==> config.mk <==
export PLATFORM = sky130hd
export DESIGN_NAME = kab_div
export DESIGN_NICKNAME = d
export VERILOG_FILES = /design/src/sv/kab_pkg.sv /design/src/sv/kab_div.sv
export SDC_FILE = /design/constraint.sdc
export NUM_CORES = 1
export LEC_CHECK = 0
export ABC_AREA = 0
export BUFFER_PORTS_ARGS = -buffer_cell sky130_fd_sc_hd__buf_2
export CORE_ASPECT_RATIO = 2
export CORE_MARGIN = 2
export CORE_UTILIZATION = 30
export CTS_CLUSTER_DIAMETER = 50
export CTS_CLUSTER_SIZE = 20
export DETAILED_ROUTE_END_ITERATION = 10
export GPL_ROUTABILITY_DRIVEN = 0
export SYNTH_ARGS = -nofsm -noshare
export SYNTH_HDL_FRONTEND = slang
export SYNTH_SLANG_ARGS = --single-unit
==> constraint.sdc <==
create_clock -name clk -period 18.8 [get_ports clk]
set_input_delay 3.76 -clock clk [delete_from_list [all_inputs] [get_ports clk]]
set_output_delay 3.76 -clock clk [all_outputs]
set_load 0.02 [all_outputs]
==> src/sv/kab_pkg.sv <==
// Shared types, constants and the update microprogram of the angle/bias Kalman filter.
`default_nettype none
package kab_pkg;

	localparam int WORD_W = 32;
	localparam int FRAC_W = 16;
	localparam int NOISE_W = 23;
	localparam int PERIOD_W = 17;
	localparam int CFG_IDX_W = 3;
	localparam int GYRO_W = 16;
	localparam int DIV_STEPS = WORD_W + FRAC_W;
	localparam int DIV_CNT_W = $clog2(DIV_STEPS);
	localparam int STEP_W = 5;
	localparam logic [STEP_W-1:0] LAST_STEP = STEP_W'(29);

	localparam logic [CFG_IDX_W-1:0] CFG_ANGLE_NOISE = CFG_IDX_W'(0);
	localparam logic [CFG_IDX_W-1:0] CFG_BIAS_NOISE = CFG_IDX_W'(1);
	localparam logic [CFG_IDX_W-1:0] CFG_MEAS_NOISE = CFG_IDX_W'(2);
	localparam logic [CFG_IDX_W-1:0] CFG_PERIOD = CFG_IDX_W'(3);

	localparam logic [NOISE_W-1:0] ANGLE_NOISE_RST = NOISE_W'(32768);
	localparam logic [NOISE_W-1:0] BIAS_NOISE_RST = NOISE_W'(163840);
	localparam logic [NOISE_W-1:0] MEAS_NOISE_RST = NOISE_W'(491520);
	localparam logic [PERIOD_W-1:0] PERIOD_RST = PERIOD_W'(328);
	localparam logic signed [WORD_W-1:0] ONE = WORD_W'(1) << FRAC_W;

	typedef enum logic [1:0] {ST_IDLE, ST_RUN, ST_DIV, ST_FIN} state_t;
	typedef enum logic [1:0] {OP_ADD, OP_SUB, OP_MUL, OP_DIV} op_t;
	typedef enum logic [4:0] {
		R_ANGLE, R_BIAS, R_C00, R_C01, R_C10, R_C11, R_G, R_MEAS, R_TMP, R_D1,
		R_ERR, R_E, R_K0, R_K1, R_M, R_DT, R_QA, R_QG, R_RM, R_ZERO
	} reg_t;

	typedef struct packed {
		op_t op;
		reg_t sa;
		reg_t sb;
		reg_t dst;
	} uop_t;

	// divider request
	typedef struct packed {
		logic start;
		logic signed [WORD_W-1:0] num;
		logic signed [WORD_W-1:0] den;
	} div_req_t;

	typedef struct packed {
		logic done;
		logic signed [WORD_W-1:0] quo;
	} div_rsp_t;

	function automatic uop_t uop(input logic [STEP_W-1:0] s);
		uop_t u;
		u = '{OP_ADD, R_ZERO, R_ZERO, R_TMP};
		unique case (s)
			5'd0: u = '{OP_SUB, R_G, R_BIAS, R_TMP};
			5'd1: u = '{OP_MUL, R_TMP, R_DT, R_M};
			5'd2: u = '{OP_ADD, R_ANGLE, R_M, R_ANGLE};
			5'd3: u = '{OP_SUB, R_QA, R_C01, R_TMP};
			5'd4: u = '{OP_SUB, R_TMP, R_C10, R_TMP};
			5'd5: u = '{OP_SUB, R_ZERO, R_C11, R_D1};
			5'd6: u = '{OP_MUL, R_TMP, R_DT, R_M};
			5'd7: u = '{OP_ADD, R_C00, R_M, R_C00};
			5'd8: u = '{OP_MUL, R_D1, R_DT, R_M};
			5'd9: u = '{OP_ADD, R_C01, R_M, R_C01};
			5'd10: u = '{OP_ADD, R_C10, R_M, R_C10};
			5'd11: u = '{OP_MUL, R_QG, R_DT, R_M};
			5'd12: u = '{OP_ADD, R_C11, R_M, R_C11};
			5'd13: u = '{OP_SUB, R_MEAS, R_ANGLE, R_ERR};
			5'd14: u = '{OP_ADD, R_RM, R_C00, R_E};
			5'd15: u = '{OP_DIV, R_C00, R_E, R_K0};
			5'd16: u = '{OP_DIV, R_C10, R_E, R_K1};
			// covariance correction uses the old c00/c01, so update in reverse
			5'd17: u = '{OP_MUL, R_K1, R_C01, R_M};
			5'd18: u = '{OP_SUB, R_C11, R_M, R_C11};
			5'd19: u = '{OP_MUL, R_K1, R_C00, R_M};
			5'd20: u = '{OP_SUB, R_C10, R_M, R_C10};
			5'd21: u = '{OP_MUL, R_K0, R_C01, R_M};
			5'd22: u = '{OP_SUB, R_C01, R_M, R_C01};
			5'd23: u = '{OP_MUL, R_K0, R_C00, R_M};
			5'd24: u = '{OP_SUB, R_C00, R_M, R_C00};
			5'd25: u = '{OP_MUL, R_K0, R_ERR, R_M};
			5'd26: u = '{OP_ADD, R_ANGLE, R_M, R_ANGLE};
			5'd27: u = '{OP_MUL, R_K1, R_ERR, R_M};
			5'd28: u = '{OP_ADD, R_BIAS, R_M, R_BIAS};
			5'd29: u = '{OP_SUB, R_G, R_BIAS, R_TMP};
			default: u = '{OP_ADD, R_ZERO, R_ZERO, R_TMP};
		endcase
		return u;
	endfunction

endpackage
`default_nettype wire

==> src/sv/kab_div.sv <==
// Bit-serial signed fixed-point divider, one quotient bit per cycle, saturating.
`default_nettype none
module kab_div (
	input wire logic clk,
	input wire logic arst_n,
	input wire kab_pkg::div_req_t req,
	output kab_pkg::div_rsp_t rsp
);
	localparam int W = kab_pkg::WORD_W;
	localparam int DW = kab_pkg::DIV_STEPS;

	logic busy_q;
	logic neg_q;
	logic [kab_pkg::DIV_CNT_W-1:0] cnt_q;
	logic [W-1:0] rem_q;
	logic [W-1:0] den_q;
	logic [DW-1:0] dvd_q;
	logic [DW-1:0] acc_q;
	logic done_q;
	logic signed [W-1:0] quo_q;

	logic [W:0] trial;
	logic ge;
	logic [W:0] diff;
	logic [DW-1:0] acc_nx;
	logic [DW-1:0] lim;
	logic [DW-1:0] qsat;
	logic [W-1:0] un;
	logic [W-1:0] ud;

	always_comb begin
		trial = {rem_q, dvd_q[DW-1]};
		ge = trial >= {1'b0, den_q};
		diff = trial - {1'b0, den_q};
		acc_nx = {acc_q[DW-2:0], ge};
		lim = neg_q ? (DW'(1) << (W - 1)) : ((DW'(1) << (W - 1)) - DW'(1));
		qsat = (acc_nx > lim) ? lim : acc_nx;
		un = req.num[W-1] ? W'(-req.num) : W'(req.num);
		ud = req.den[W-1] ? W'(-req.den) : W'(req.den);
	end

	always_ff @(posedge clk or negedge arst_n) begin
		if (!arst_n) begin
			busy_q <= 1'b0;
			done_q <= 1'b0;
			cnt_q <= '0;
		end else begin
			done_q <= 1'b0;
			if (req.start) begin
				busy_q <= 1'b1;
				cnt_q <= '0;
			end else if (busy_q) begin
				cnt_q <= cnt_q + 1'b1;
				if (cnt_q == kab_pkg::DIV_CNT_W'(DW - 1)) begin
					busy_q <= 1'b0;
					done_q <= 1'b1;
				end
			end
		end
	end

	always_ff @(posedge clk) begin
		if (req.start) begin
			neg_q <= req.num[W-1] ^ req.den[W-1];
			dvd_q <= {un, kab_pkg::FRAC_W'(0)};
			den_q <= ud;
			rem_q <= '0;
			acc_q <= '0;
		end else if (busy_q) begin
			rem_q <= ge ? diff[W-1:0] : trial[W-1:0];
			dvd_q <= {dvd_q[DW-2:0], 1'b0};
			acc_q <= acc_nx;
			if (cnt_q == kab_pkg::DIV_CNT_W'(DW - 1)) begin
				// zero divisor gives a zero gain
				if (den_q == '0)
					quo_q <= '0;
				else if (neg_q)
					quo_q <= -$signed(qsat[W-1:0]);
				else
					quo_q <= $signed(qsat[W-1:0]);
			end
		end
	end

	assign rsp.done = done_q;
	assign rsp.quo = quo_q;

endmodule
`default_nettype wire

Yosys cells after proc, flatten, opt, wreduce, memory -nomap -nowiden

Index checks and enable logic that the tools add are counted.

Multiplexer cells: 16
Add/sub/neg operators: 5
Magnitude comparators: 2
Reduce and logical (&&, ||, !) cells: 3
Equal/unequal tests: 1
Bitwise operators: 2

Operators with widths:

| operator                                     | count |
|---|---|
| two-way mux 32 bit                           | 5 |
| two-way mux 48 bit                           | 2 |
| negator 32 bit                               | 3 |
| greater-than comparator 48 x 32 -> 1 bit     | 1 |
| >= comparator 33 x 32 -> 1 bit               | 1 |
| zero test 32 bit                             | 1 |
| subtractor 32 bit                            | 1 |
| two-way mux 31 bit                           | 1 |
| two-way mux 6 bit                            | 2 |
| adder 6 x 1 -> 6 bit (second input constant) | 1 |
| == test 6 bit (second input constant)        | 1 |
| two-way mux 1 bit                            | 6 |
| AND reduction 3 bit                          | 1 |
| nonzero test 2 bit                           | 1 |
| NOT 1 bit                                    | 1 |
| bitwise XOR 1 bit                            | 1 |

Logic and storage cells: 39
Register bits: 184

Longest topological paths before layout

Depth after elaboration: 5
Gate-level depth with buffers: 32
Depth with buffers taken out: 27

Worst setup path after synthesis

No wires, ideal clock.

Kind: input to register
Start: in req[1] (netlist bit)
End: reg den_q[29] (data pin)
Arrival time: 5947 ps
Setup time: 263 ps
Path buffers: 0
Stages: 9
Slack: 12591 ps
Cell sequence: inv_1 -> nand2_1 -> or4_4 -> or2_1 -> nand2b_4 -> or4_4 -> or3_4 -> o41ai_2 -> xnor2_1

Word-level cells in the longest chain between the ends: 2

RTL lines:

| element                | RTL line      | RTL |
|---|---|---|
| start: declaration     | kab_div.sv:6  | `input wire kab_pkg::div_req_t req,` |
| negator 32 bit         | kab_div.sv:39 | `ud = req.den[W-1] ? W'(-req.den) : W'(req.den);` |
| two-way mux 31 bit     | kab_div.sv:39 |  |
| net ud[29]             | kab_div.sv:29 | `logic [W-1:0] ud;` |
| end signal: assignment | kab_div.sv:66 | `den_q <= ud;` |
| end: declaration       | kab_div.sv:16 | `logic [W-1:0] den_q;` |

The timed path passes the listed nets, and every way through them passes these cells.
A chain may end at the register's enable or synchronous reset.

Worst setup path in the final report

Start: reg den_q[1]
End: reg quo_q[12] (data pin)

Word-level cells in the longest chain between the ends: 5
Elaborated cells on any way between the ends: 6
Those cells by class: add/sub (1); order compare (2); mux (2); reduce/logical (1)

RTL lines:

| element                                  | RTL line      | RTL |
|---|---|---|
| >= comparator 33 x 32 -> 1 bit           | kab_div.sv:33 | `ge = trial >= {1'b0, den_q};` |
| greater-than comparator 48 x 32 -> 1 bit | kab_div.sv:37 | `qsat = (acc_nx > lim) ? lim : acc_nx;` |
| two-way mux 32 bit                       | kab_div.sv:37 |  |
| negator 32 bit                           | kab_div.sv:78 | `quo_q <= -$signed(qsat[W-1:0]);` |
| two-way mux 32 bit                       | kab_div.sv:77 | `else if (neg_q)` |
| end signal: assignment                   | kab_div.sv:78 |  |
| end signal: assignment                   | kab_div.sv:80 | `quo_q <= $signed(qsat[W-1:0]);` |
| end: declaration                         | kab_div.sv:20 | `logic signed [W-1:0] quo_q;` |

Parallel ways exist; a longest one is shown, timed or not.

==> results.cfg <==
[die]
row_count = 102
die_x_um = 143
start_util = 0.302
coreArea_sq_um = 38500
die_area_sq_um = 40500
pin_count = 100
die_y_um = 283

[layout]
drive_gt1_frac = 0.122
utilization = 0.343
antenna_cells = 0
nets = 1491
multiInputGateArea_sq_um = 6480
fin_area_sq_um = 13200
seq_area_sq_um = 4700
fillers = 4079
mostFrequentLayoutCells = nor2_1 (152), nand2_1 (116), buf_2 (98), edfxtp_1 (97), a21oi_1 (90)
mostFrequentLayoutCell = nor2_1
syn_to_final_growth_pct = 13.5

[clock_network]
clk_pin_slew_ns = 0.07
cts_setup_buffers = 0
ctsResizeCount = 0
htree_levels = 4
cts_buffers = 17
root_buffer = clkbuf_16
cts_sinks = 184
holdBufCountCts = 0
cts_max_path_buffers = 2
cts_tree = done
clk_latency_ns = 0.45

[logic_synthesis]
async_reset_ff_frac = 0.0435
ys_ff_latch = 184
synth_edf_count = 97
syn_area_sq_um = 11700
yosys.cell_types.count = 70
ys_warn_count = 0
postSynthNetCount = 1428
yosysSeqAreaShare = 0.403
syn_inst = 1292
yosys_most_used_dff = edfxtp_1
avgSynthCellArea_sq_um = 9.02

[setup_path]
crit_path_end_kind = flip-flop
worstPathRequired_ns = 19.06
critPathMaxFanout = 37
rr_startpoint = den_q[1]
reg2reg_depth = 26
criticalPathCategory = flip-flop to flip-flop
critPathLaunchType = flip-flop
reg2reg_to = quo_q[12]
r2r_setup_slack_ns = 12.09
cp.arrival_ns = 6.97

[grt]
grt_max_degree = 95
overflow = 0
grt_usage = 0.151
antenna_found_initial = 0
grt_pass1_wl_mm = 48.8
grt_pass1_vias = 9893

[flow_run]
maxCapViolations = 0

[run_status]
status = complete, no violations

[route]
drtAntennaViolNets = 0
wire_per_inst_um = 15.9
first_iter_violations = 498
via_per_inst = 5.30
drcViolationCount = 0
finalWirelength_mm = 30.0
drt_pass1_iterations = 5
num_vias = 9999

[hold_path]
whs_endpoint = rem_q[5]
min_delay_path_depth = 2
hold_path.class = flip-flop to flip-flop
hp-start = rem_q[4]

[place]
io_buffers = 99
hpwlAfterDp_mm = 21.7
place_area_sq_um = 12600

[power]
power.density_nw_per_um2 = 110
finalPower_uw = 1450
vdd_drop_max_mv = 0.0758
p_leak_uw = 0.00557

[timing]
fmax_ghz = 0.149
slew_violations = 0
final.setup.tns_ns = 0
min_period_over_period = 0.357
worst_slew_pin_slew_ns = 1.09
post-route-min-period_ns = 6.71
setup_viol = 0
rsz0062_at_grt = false
relSlewSlack = 0.271
skew_ns = 0.00896
finalHoldViolCount = 0
holdWs_ns = 0.502
==> state kept, by name, summed over array words and instances (netlist names) <==
| register | cells |
|---|---|
| acc_q | 47 |
| den_q | 32 |
| dvd_q | 32 |
| quo_q | 32 |
| rem_q | 32 |
| cnt_q | 6 |
| busy_q | 1 |
| done_q | 1 |
| neg_q | 1 |
==> worst max-delay path by stage <==
stage,start,endpoint,slack [ns]
detailed placement,den_q[1],quo_q[12],12.23
global route,den_q[1],quo_q[12],11.64
global placement,req[0],den_q[29],12.29
floorplan,req[1],den_q[29],12.59
finish,den_q[1],quo_q[12],12.09
CTS,den_q[1],quo_q[12],12.20
==> cell families (layout without fill, tap and decap cells) <==
logic type,count (synthesis),count (layout),synth area share
AOI/OAI and AO/OA,307,307,0.176
xor gates and xnor gates,88,88,0.0661
adders and majority gates,69,69,0.0747
buffers and inverters,126,202,0.0418
DFF,184,184,0.403
muxes,55,55,0.0475
and+or+nand+nor,463,463,0.192
==> per-stage QoR <==
stage | worst slack (ns) | instances
finish | 12.09 | 1888
global route | 11.64 | 1888
CTS | 12.20 | 1888
detailed placement | 12.23 | 1856
global placement | 12.29 | 1856
floorplan | 12.59 | 1292
==> layer usage <==
metal | vias up | share of wire | GRT usage
li1 | 4906 | - | -
met3 | 87 | 0.035 | 0.0204
met5 | - | 0 | 0
met1 | 4722 | 0.39 | 0.164
met2 | 284 | 0.52 | 0.274
met4 | 0 | 0.047 | 0.0882
==> where the power goes <==
group          leakage [uW]  switching (uW)  internal (uW)  total [uW]
sequential          0.00169            38.6            487         525
clock              0.000296             172            193         365
combinational       0.00359             337            227         564
==> cells in the mapped netlist, types with 19 or more instances <==
cell type	instances	area [sq um]
o31ai_1	19	143
edfxtp_1	97	2910
xnor2_1	43	377
a21oi_1	90	450
mux2i_1	53	531
ha_1	68	851
dfxtp_1	79	1580
nor4_1	24	150
inv_1	58	218
a311oi_1	37	324
clkbuf_1	52	195
nand2_1	116	435
xor2_1	45	394
nand4_1	25	156
nor3_1	23	115
o21ai_0	63	315
nor2_1	152	571
nand3_1	36	180
==> layout make-up <==
cell class / count / share of cell area
clock buffers: 21 / 0.0373
flip-flops and latches: 184 / 0.355
clock inverters: 11 / 0.00747
repair buffers: 111 / 0.0447
well taps: 520 / 0.0492
multi-input cells: 982 / 0.490
inverters: 59 / 0.0167
==> worst max-delay path, cell delays in order, from the launching register on <==
cell	delay, ns
edfxtp_1	0.46
inv_1	0.09
ha_1	0.23
nor2b_1	0.14
o31a_1	0.28
o31a_1	0.27
o211a_1	0.30
o2111ai_1	0.37
a21o_1	0.24
nand2_1	0.10
inv_2	0.05
buf_4	0.39
ha_1	0.33
nand4_1	0.07
nor2_1	0.04
nand3_1	0.13
a21boi_0	0.33
a31o_2	0.54
nand2_1	0.24
o21ai_0	0.21
ha_1	0.39
nand3_1	0.16
or3_1	0.35
o311ai_0	0.30
o21a_1	0.18
nor2_1	0.04
a311oi_1	0.27
(Power assumes the default switching activity.)
